File: config.mk
export PLATFORM = sky130hd
export DESIGN_NAME = lidar_scan_range_jump_clustering_core
export DESIGN_NICKNAME = d
export VERILOG_FILES = /design/src/rtl/rjc_pkg.sv /design/src/rtl/rjc_label.sv /design/src/rtl/rjc_out_fifo.sv /design/src/rtl/lidar_scan_range_jump_clustering_core.sv
export SDC_FILE = /design/constraint.sdc
export NUM_CORES = 1
export LEC_CHECK = 0
export BUFFER_PORTS_ARGS = -buffer_cell sky130_fd_sc_hd__buf_2
export CAP_MARGIN = 10
export CORE_MARGIN = 5
export CORE_UTILIZATION = 40
export CTS_CLUSTER_SIZE = 20
export DETAILED_ROUTE_END_ITERATION = 8
export GPL_TIMING_DRIVEN = 0
export SYNTH_ARGS = -nofsm -noshare
export SYNTH_HDL_FRONTEND = slang
export SYNTH_HIERARCHICAL = 1
export SYNTH_SLANG_ARGS = --single-unit
File: constraint.sdc
create_clock -name clk -period 13.49 [get_ports clk]
set_input_delay 2.698 -clock clk [delete_from_list [all_inputs] [get_ports clk]]
set_output_delay 2.698 -clock clk [all_outputs]
set_load 0.01 [all_outputs]
File: src/rtl/rjc_pkg.sv
// shared constants and types for the lidar range-jump clustering core
// no dependencies; imported by every module of the block
package rjc_pkg;

  localparam int MAX_POINTS = 2048;
  localparam int IDX_W      = $clog2(MAX_POINTS);
  localparam int LBL_W      = IDX_W + 1;
  localparam int RANGE_W    = 16;

  localparam logic [RANGE_W-1:0] THRESH_RESET = RANGE_W'(300);
  localparam logic [LBL_W-1:0]   LABEL_MAX    = LBL_W'(MAX_POINTS);
  localparam logic [IDX_W-1:0]   INDEX_LAST   = IDX_W'(MAX_POINTS - 1);

  localparam logic KIND_POINT   = 1'b0;
  localparam logic KIND_SUMMARY = 1'b1;

  localparam int FIFO_DEPTH = 4;
  localparam int FIFO_AW    = $clog2(FIFO_DEPTH);

  typedef struct packed {
    logic [RANGE_W-1:0] range_mm;
    logic               range_invalid;
    logic               scan_end;
  } sample_t;

  typedef struct packed {
    logic             record_kind;
    logic [LBL_W-1:0] point_label;
    logic [IDX_W-1:0] tail_start_index;
    logic             wrap_merge;
    logic [LBL_W-1:0] cluster_count;
    logic             last_of_run;
  } result_t;

  typedef struct packed {
    logic [1:0] num;
    result_t    rec0;
    result_t    rec1;
  } push_t;

endpackage

File: src/rtl/rjc_label.sv
// per-sample labeling logic and scan state of the clustering core
// depends on rjc_pkg; produces one or two result records per beat
module rjc_label
  import rjc_pkg::*;
(
  input  logic               clk,
  input  logic               rst,
  input  logic               in_valid,
  input  sample_t            in_sample,
  input  logic [RANGE_W-1:0] threshold,
  input  logic               space_ok,
  output logic               fire,
  output push_t              push
);

  logic [RANGE_W-1:0] previous_range;
  logic               previous_valid;
  logic [RANGE_W-1:0] first_range;
  logic               first_valid;
  logic [LBL_W-1:0]   cluster_counter;
  logic [IDX_W-1:0]   sample_index;
  logic [IDX_W-1:0]   tail_run_start;
  logic [LBL_W-1:0]   previous_label;

  logic               valid;
  logic               is_first;
  logic [RANGE_W-1:0] diff_prev;
  logic [RANGE_W-1:0] diff_first;
  logic [RANGE_W-1:0] first_range_eff;
  logic               first_valid_eff;
  logic               bump;
  logic [LBL_W-1:0]   counter_next;
  logic [LBL_W-1:0]   label;
  logic [IDX_W-1:0]   tail_next;
  logic               merge;

  assign fire     = in_valid && space_ok;
  assign valid    = !in_sample.range_invalid;
  assign is_first = (sample_index == '0);

  assign diff_prev = (in_sample.range_mm >= previous_range) ?
                     in_sample.range_mm - previous_range :
                     previous_range - in_sample.range_mm;

  assign first_range_eff = is_first ? in_sample.range_mm : first_range;
  assign first_valid_eff = is_first ? valid : first_valid;

  assign diff_first = (in_sample.range_mm >= first_range_eff) ?
                      in_sample.range_mm - first_range_eff :
                      first_range_eff - in_sample.range_mm;

  assign bump = valid && !is_first && (!previous_valid || diff_prev > threshold) &&
                (cluster_counter < LABEL_MAX);
  assign counter_next = cluster_counter + LBL_W'(bump);
  assign label        = valid ? counter_next : '0;

  always_comb begin
    if (is_first) begin
      tail_next = '0;
    end else if (label != previous_label) begin
      tail_next = sample_index;
    end else begin
      tail_next = tail_run_start;
    end
  end

  assign merge = valid && first_valid_eff && (diff_first <= threshold);

  always_comb begin
    push.num                   = fire ? (in_sample.scan_end ? 2'd2 : 2'd1) : 2'd0;
    push.rec0.record_kind      = KIND_POINT;
    push.rec0.point_label      = label;
    push.rec0.tail_start_index = '0;
    push.rec0.wrap_merge       = 1'b0;
    push.rec0.cluster_count    = '0;
    push.rec0.last_of_run      = !in_sample.scan_end;
    push.rec1.record_kind      = KIND_SUMMARY;
    push.rec1.point_label      = '0;
    push.rec1.tail_start_index = tail_next;
    push.rec1.wrap_merge       = merge;
    push.rec1.cluster_count    = counter_next;
    push.rec1.last_of_run      = 1'b1;
  end

  always_ff @(posedge clk) begin
    if (rst) begin
      previous_range  <= '0;
      previous_valid  <= 1'b0;
      first_range     <= '0;
      first_valid     <= 1'b0;
      cluster_counter <= LBL_W'(1);
      sample_index    <= '0;
      tail_run_start  <= '0;
      previous_label  <= '0;
    end else if (fire) begin
      if (in_sample.scan_end) begin
        previous_range  <= '0;
        previous_valid  <= 1'b0;
        first_range     <= '0;
        first_valid     <= 1'b0;
        cluster_counter <= LBL_W'(1);
        sample_index    <= '0;
        tail_run_start  <= '0;
        previous_label  <= '0;
      end else begin
        previous_range  <= in_sample.range_mm;
        previous_valid  <= valid;
        first_range     <= first_range_eff;
        first_valid     <= first_valid_eff;
        cluster_counter <= counter_next;
        tail_run_start  <= tail_next;
        previous_label  <= label;
        if (sample_index != INDEX_LAST) begin
          sample_index <= sample_index + IDX_W'(1);
        end
      end
    end
  end

  a_counter_range: assert property (@(posedge clk) disable iff (rst)
    cluster_counter != '0 && cluster_counter <= LABEL_MAX)
    else $error("cluster counter out of range");

  a_end_clears: assert property (@(posedge clk) disable iff (rst)
    fire && in_sample.scan_end |=> sample_index == '0 && cluster_counter == LBL_W'(1))
    else $error("scan state not cleared after scan end");

  a_counter_monotonic: assert property (@(posedge clk) disable iff (rst)
    fire && !in_sample.scan_end |=> cluster_counter >= $past(cluster_counter))
    else $error("cluster counter decreased within a scan");

endmodule

File: src/rtl/rjc_out_fifo.sv
// four-entry result queue taking up to two records per cycle
// depends on rjc_pkg; drives the output stream of the core
module rjc_out_fifo
  import rjc_pkg::*;
(
  input  logic    clk,
  input  logic    rst,
  input  push_t   push,
  input  logic    pop,
  output logic    out_valid,
  output result_t out_head,
  output logic    space_ok
);

  localparam logic [FIFO_AW:0] LEVEL_OK = (FIFO_AW + 1)'(FIFO_DEPTH - 2);

  result_t            mem [FIFO_DEPTH];
  logic [FIFO_AW-1:0] wr_ptr;
  logic [FIFO_AW-1:0] rd_ptr;
  logic [FIFO_AW:0]   count;
  logic [FIFO_AW:0]   count_next;

  assign out_valid  = (count != '0);
  assign out_head   = mem[rd_ptr];
  assign space_ok   = (count <= LEVEL_OK);
  assign count_next = count + (FIFO_AW + 1)'(push.num) - (FIFO_AW + 1)'(pop);

  always_ff @(posedge clk) begin
    if (push.num != 2'd0) begin
      mem[wr_ptr] <= push.rec0;
    end
    if (push.num == 2'd2) begin
      mem[wr_ptr + FIFO_AW'(1)] <= push.rec1;
    end
  end

  always_ff @(posedge clk) begin
    if (rst) begin
      wr_ptr <= '0;
      rd_ptr <= '0;
      count  <= '0;
    end else begin
      wr_ptr <= wr_ptr + FIFO_AW'(push.num);
      if (pop) begin
        rd_ptr <= rd_ptr + FIFO_AW'(1);
      end
      count <= count_next;
    end
  end

  a_no_overflow: assert property (@(posedge clk) disable iff (rst)
    push.num != 2'd0 |-> space_ok)
    else $error("push into full result queue");

  a_no_underflow: assert property (@(posedge clk) disable iff (rst)
    pop |-> out_valid)
    else $error("pop from empty result queue");

  a_level: assert property (@(posedge clk) disable iff (rst)
    count <= (FIFO_AW + 1)'(FIFO_DEPTH))
    else $error("result queue level out of range");

endmodule

File: src/rtl/lidar_scan_range_jump_clustering_core.sv
// top level of the lidar range-jump clustering core
// depends on rjc_pkg, rjc_label and rjc_out_fifo
//
// usage:
//   s_* stream carries one range sample per beat: tdata is the range in mm,
//   tuser flags an invalid sample, tlast marks the final sample of a scan.
//   m_* stream carries result beats: one point record per sample, and after
//   the final sample of a scan a summary record (tuser high) as well.
//   m_tlast is high on the last result beat belonging to one input sample.
//   cfg_we / cfg_wdata write the jump threshold; write only while idle.
// timing:
//   a sample waits in the input register and is labeled and queued when it
//   leaves it, so its first result beat is offered from the result queue;
//   a full queue can hold the sample in the input register before that.
//   one sample is accepted per cycle while the queue has room; the rate is
//   set by the single output port, so a scan of n samples needs n + 1 output beats.
// reset: scan state clears, threshold returns to 300 mm, queue empties.
// stall: a four-entry result queue holds records while m_tready is low; the
//   input register fills and s_tready drops once under two entries are free.
module lidar_scan_range_jump_clustering_core
  import rjc_pkg::*;
(
  input  logic               clk,
  input  logic               rst,
  input  logic               s_tvalid,
  output logic               s_tready,
  input  logic [15:0]        s_tdata,    // range_mm
  input  logic               s_tuser,    // range_invalid
  input  logic               s_tlast,    // scan_end
  output logic               m_tvalid,
  input  logic               m_tready,
  output logic [39:0]        m_tdata,    // point_label, tail_start_index, wrap_merge,
                                         // cluster_count, zero pad
  output logic               m_tuser,    // record_kind
  output logic               m_tlast,    // last_of_run
  input  logic               cfg_we,
  input  logic [RANGE_W-1:0] cfg_wdata
);

  logic [RANGE_W-1:0] threshold;
  logic               in_valid;
  sample_t            in_sample;
  logic               fire;
  logic               space_ok;
  push_t              push;
  result_t            head;

  assign s_tready = !in_valid || fire;

  always_ff @(posedge clk) begin
    if (rst) begin
      threshold <= THRESH_RESET;
    end else if (cfg_we) begin
      threshold <= cfg_wdata;
    end
  end

  always_ff @(posedge clk) begin
    if (rst) begin
      in_valid <= 1'b0;
    end else if (s_tready) begin
      in_valid <= s_tvalid;
    end
  end

  always_ff @(posedge clk) begin
    if (s_tvalid && s_tready) begin
      in_sample.range_mm      <= s_tdata;
      in_sample.range_invalid <= s_tuser;
      in_sample.scan_end      <= s_tlast;
    end
  end

  rjc_label u_label (
    .clk       (clk),
    .rst       (rst),
    .in_valid  (in_valid),
    .in_sample (in_sample),
    .threshold (threshold),
    .space_ok  (space_ok),
    .fire      (fire),
    .push      (push)
  );

  rjc_out_fifo u_fifo (
    .clk       (clk),
    .rst       (rst),
    .push      (push),
    .pop       (m_tvalid && m_tready),
    .out_valid (m_tvalid),
    .out_head  (head),
    .space_ok  (space_ok)
  );

  assign m_tdata = {4'b0, head.cluster_count, head.wrap_merge,
                    head.tail_start_index, head.point_label};
  assign m_tuser = head.record_kind;
  assign m_tlast = head.last_of_run;

endmodule
==> insert_results.sql <==
INSERT INTO impl_metrics (metric_group, metric, value, unit) VALUES
('cts', 'cts_hold_buf', '0', ''),
('critical_path', 'critical_path_stages', '33', ''),
('critical_path', 'cp_num_buf_inv', '6', ''),
('power', 'comb_power_share', '0.302', ''),
('place', 'port_buffers', '78', ''),
('cells_and_area', 'final_core_utilization', '0.462', ''),
('critical_path', 'crit-reg2reg-launch', 'in_sample[2]$_DFFE_PP_', ''),
('critical_path', 'cpLargestDelayFamily', 'compound AO/OA/AOI/OAI gates', ''),
('cts', 'cts.repair_timing.setup_buffer_count', '0', ''),
('critical_path', 'worst_r2r_path_cells', '33', ''),
('yosys', 'count_of_mapped_cells_out_of_synthesis', '1533', ''),
('critical_path', 'critPathMaxStageDelay', '0.76', 'ns'),
('cells_and_area', 'layoutNonFillerInstCount', '2266', ''),
('timing', 'final_min_period_over_clock_period', '0.610', ''),
('critical_path', 'worst-r2r-setup-slack', '5.26', 'ns'),
('critical_path', 'timing.rr.end', 'u_fifo/mem[1][23]$_DFFE_PP_', ''),
('critical_path', 'crit_path_start', 'in_sample[2]$_DFFE_PP_', ''),
('detailed_routing', 'drt_iter0_markers', '732', ''),
('timing', 'final_period_minus_worst_setup_slack', '8.23', 'ns'),
('power', 'p_leak', '7.96', 'nW'),
('power', 'power_frac_seq', '0.357', ''),
('job', 'max_cap_viol_count', '0', ''),
('detailed_routing', 'topRoutingLayerUsed', 'met4', ''),
('cells_and_area', 'drive_gt1_frac', '0.246', ''),
('floorplan', 'fp.coreArea', '42800', 'µm²'),
('detailed_routing', 'vias', '11967', ''),
('floorplan', 'pin_count', '83', ''),
('yosys', 'synth_edf_count', '170', ''),
('power', 'totalPowerFinal', '2.79', 'mW'),
('detailed_routing', 'wl_met2', '22000', 'µm'),
('yosys', 'area_of_the_mapped_netlist', '17200', 'µm²'),
('detailed_routing', 'route.detailed.wl_per_inst', '18.6', 'µm'),
('outcome', 'run_status', 'complete, no violations', ''),
('critical_path', 'critical_path_class', 'reg2reg', ''),
('cts', 'clock-root-buffer', 'sky130_fd_sc_hd__clkbuf_16', ''),
('detailed_routing', 'drt_pre_antenna_iters', '5', ''),
('timing', 'clock.fmax', '121', 'MHz'),
('yosys', 'postSynth.asyncResetShare', '0', ''),
('floorplan', 'die_width', '217', 'µm'),
('worst_hold_path', 'worst_hold_path_type', 'reg2reg', ''),
('yosys', 'synth.yosys.warnings', '6', ''),
('power', 'p_per_area', '141', 'nW/µm²'),
('detailed_routing', 'drc', '0', ''),
('power', 'vdd_drop_max', '0.0000966', 'V'),
('cells_and_area', 'final_nets', '1839', ''),
('critical_path', 'cp-end-kind', 'flop', ''),
('critical_path', 'cp-endpoint', 'u_fifo/mem[1][23]$_DFFE_PP_', ''),
('yosys', 'synth.lib_cells_used.distinct', '88', ''),
('cts', 'clk_pin_slew_worst_paths', '0.06', 'ns'),
('critical_path', 'cpMaxStageDelayCell', 'sky130_fd_sc_hd__xnor2_1', ''),
('floorplan', 'initial_utilization', '0.402', ''),
('place', 'place.gp.congestion', '0.902', ''),
('critical_path', 'most_frequent_cell_on_the_critical_path', 'sky130_fd_sc_hd__o21a_1', ''),
('grt', 'grt_pass1_vias', '12040', ''),
('place', 'dp_hpwl', '31200', 'µm'),
('grt', 'grt_max_degree', '23', ''),
('detailed_routing', 'drt.antenna.violating_nets', '0', ''),
('timing', 'holdWs', '0.476', 'ns'),
('timing', 'number_of_max_slew_violations_in_the_final_report', '0', ''),
('timing', 'final_hold_viol_count', '0', ''),
('floorplan', 'num_rows', '76', ''),
('grt', 'grt_util_all_layers', '0.176', ''),
('cells_and_area', 'synthToLayoutAreaGrowth', '14.8', '%'),
('timing', 'worst_clock_skew', '0.0226', 'ns'),
('cts', 'clk_latency', '0.55', 'ns'),
('cts', 'clock_buffers_created_by_tritoncts', '35', ''),
('place', 'post-place-cells', '2201', ''),
('detailed_routing', 'm1WireLength', '17900', 'µm'),
('detailed_routing', 'dr_wl_met3', '1340', 'µm'),
('timing', 'max_slew.worst_pin.slew', '1.01', 'ns'),
('power', 'swShare', '0.314', '');
-- power groups by stage --
stage	sequential (mW)	clock [mW]	combinational [mW]
floorplan	1.01	0	0.604
global placement	1.02	0	0.829
detailed placement	1.01	0	0.848
CTS	0.997	0.979	0.853
global route	1.00	1.02	0.930
finish	0.996	0.952	0.844
-- flip-flops by register name (all words and copies together) (netlist names), named ones only --
name                     cells
u_label/cluster_counter     12
u_label/tail_run_start      11
in_sample                   18
u_label/previous_valid       1
u_fifo/wr_ptr                2
in_valid                     1
u_label/sample_index        11
u_label/first_range         16
u_label/previous_label      12
u_fifo/rd_ptr                2
u_label/previous_range      16
u_label/first_valid          1
u_fifo/mem                 152
threshold                   16
u_fifo/count                 3
-- metrics by stage --
step	setup WS [ns]	instance area [µm²]
4_1_cts	5.11	19800
2_1_floorplan	6.71	17400
6_report	5.26	19800
3_3_place_gp	5.23	18400
5_1_grt	4.54	19800
3_5_place_dp	5.15	18600
-- cells in the mapped netlist, types with 4 or more instances --
master                       n  area [µm²]
sky130_fd_sc_hd__and2_1     10        62.6
sky130_fd_sc_hd__nand3b_1    5        37.5
sky130_fd_sc_hd__ha_1      103        1290
sky130_fd_sc_hd__and3_1      4        25.0
sky130_fd_sc_hd__or3_1       4        25.0
sky130_fd_sc_hd__nor3_1     35         175
sky130_fd_sc_hd__buf_6      14         158
sky130_fd_sc_hd__inv_1      93         349
sky130_fd_sc_hd__xnor2_1    29         254
sky130_fd_sc_hd__nand4_1    20         125
sky130_fd_sc_hd__nor3b_1     6        45.0
sky130_fd_sc_hd__nand2_1    47         176
sky130_fd_sc_hd__xor2_1     18         158
sky130_fd_sc_hd__a22oi_1    36         270
sky130_fd_sc_hd__nor2b_1    23         144
sky130_fd_sc_hd__mux4_2     39         878
sky130_fd_sc_hd__nor2_1    121         454
sky130_fd_sc_hd__buf_2      19        95.1
sky130_fd_sc_hd__mux2_4     29         435
sky130_fd_sc_hd__a211o_1     6        52.6
sky130_fd_sc_hd__edfxtp_1  170        5100
sky130_fd_sc_hd__mux2_2     97        1090
sky130_fd_sc_hd__a22o_1     10        87.6
sky130_fd_sc_hd__o211ai_1    5        37.5
sky130_fd_sc_hd__o31ai_1     5        37.5
sky130_fd_sc_hd__buf_4      48         360
sky130_fd_sc_hd__a31oi_1    10        62.6
sky130_fd_sc_hd__dfxtp_1   106        2120
sky130_fd_sc_hd__o21bai_1    5        37.5
sky130_fd_sc_hd__clkbuf_1   41         154
sky130_fd_sc_hd__a21o_1     32         240
sky130_fd_sc_hd__o21ai_0    49         245
sky130_fd_sc_hd__a211oi_1    6        45.0
sky130_fd_sc_hd__fa_1        5         100
sky130_fd_sc_hd__mux2_1     29         327
sky130_fd_sc_hd__nand3_1    15        75.1
sky130_fd_sc_hd__a31o_2      4        35.0
sky130_fd_sc_hd__o21a_1      5        37.5
sky130_fd_sc_hd__mux2i_1    52         521
sky130_fd_sc_hd__a21oi_1    96         480
sky130_fd_sc_hd__nand2b_1    5        31.3
-- worst register-to-register path: cells and delay by family (launching register included) --
kind | cells | cell delay, ns
AO/OA/AOI/OAI | 11 | 2.11
multiplexers | 4 | 1.42
adder cells (fa/ha/maj) | 4 | 1.26
buffers and inverters | 6 | 1.01
AND/OR/NAND/NOR | 7 | 0.90
XOR/XNOR | 1 | 0.76
flip-flops | 1 | 0.51
-- layout make-up --
| type | count | area [µm²] |
|---|---|---|
| Buffer | 130 | 861 |
| Timing Repair Buffer | 82 | 478 |
| Clock inverter | 18 | 214 |
| Tap cell | 546 | 683 |
| Antenna cell | 1 | 2.50 |
| Clock buffer | 46 | 978 |
| Fill cell | 4015 | 23000 |
| Sequential cell | 276 | 7230 |
| Multi-Input combinational cell | 1073 | 8960 |
| Inverter | 94 | 353 |
-- cell usage in the layout, fill, tap and decap left out, types with 29 or more instances in the layout --
cell type,synthesis,layout
sky130_fd_sc_hd__a21o_1,32,32
sky130_fd_sc_hd__a21oi_1,96,96
sky130_fd_sc_hd__a22oi_1,36,36
sky130_fd_sc_hd__buf_2,19,97
sky130_fd_sc_hd__buf_4,48,48
sky130_fd_sc_hd__clkbuf_1,41,47
sky130_fd_sc_hd__clkbuf_16,0,36
sky130_fd_sc_hd__conb_1,3,43
sky130_fd_sc_hd__dfxtp_1,106,106
sky130_fd_sc_hd__edfxtp_1,170,170
sky130_fd_sc_hd__ha_1,103,103
sky130_fd_sc_hd__inv_1,93,93
sky130_fd_sc_hd__mux2_1,29,29
sky130_fd_sc_hd__mux2_2,97,97
sky130_fd_sc_hd__mux2_4,29,29
sky130_fd_sc_hd__mux2i_1,52,52
sky130_fd_sc_hd__mux4_2,39,39
sky130_fd_sc_hd__nand2_1,47,47
sky130_fd_sc_hd__nor2_1,121,119
sky130_fd_sc_hd__nor3_1,35,35
sky130_fd_sc_hd__o21ai_0,49,48
sky130_fd_sc_hd__xnor2_1,29,29
-- logic make-up (layout without fill, tap and decap cells) --
group,Yosys count,in the layout,synth area share
other,3,44,0.000654
adder cells (fa/ha/maj),108,108,0.0807
multiplexers,246,246,0.189
AO/OA/AOI/OAI,298,298,0.113
flip-flops,276,276,0.420
AND/OR/NAND/NOR,326,326,0.0968
buffers and inverters,224,370,0.0705
XOR/XNOR,52,52,0.0300
-- worst min path at each step --
stage	startpoint	cells after the start	slack, ns	endpoint
after CTS	u_label/tail_run_start[9]$_SDFFE_PP0P_	1	0.48	u_label/tail_run_start[9]$_SDFFE_PP0P_
final	u_label/tail_run_start[0]$_SDFFE_PP0P_	1	0.48	u_label/tail_run_start[0]$_SDFFE_PP0P_
after detailed placement	u_label/tail_run_start[2]$_SDFFE_PP0P_	1	0.47	u_label/tail_run_start[2]$_SDFFE_PP0P_
after global routing	u_label/tail_run_start[4]$_SDFFE_PP0P_	1	0.49	u_label/tail_run_start[4]$_SDFFE_PP0P_
after global placement	u_label/tail_run_start[4]$_SDFFE_PP0P_	1	0.46	u_label/tail_run_start[4]$_SDFFE_PP0P_
after floorplan	u_label/tail_run_start[0]$_SDFFE_PP0P_	1	0.45	u_label/tail_run_start[0]$_SDFFE_PP0P_
-- routing by layer --
| metal | up-vias | global-route usage |
|---|---|---|
| li1 | 5867 | - |
| met1 | 5862 | 0.215 |
| met2 | 186 | 0.322 |
| met3 | 52 | 0.0254 |
| met4 | 0 | 0.0514 |
| met5 | - | 0 |
No activity file was read; power rests on OpenSTA's default activity.
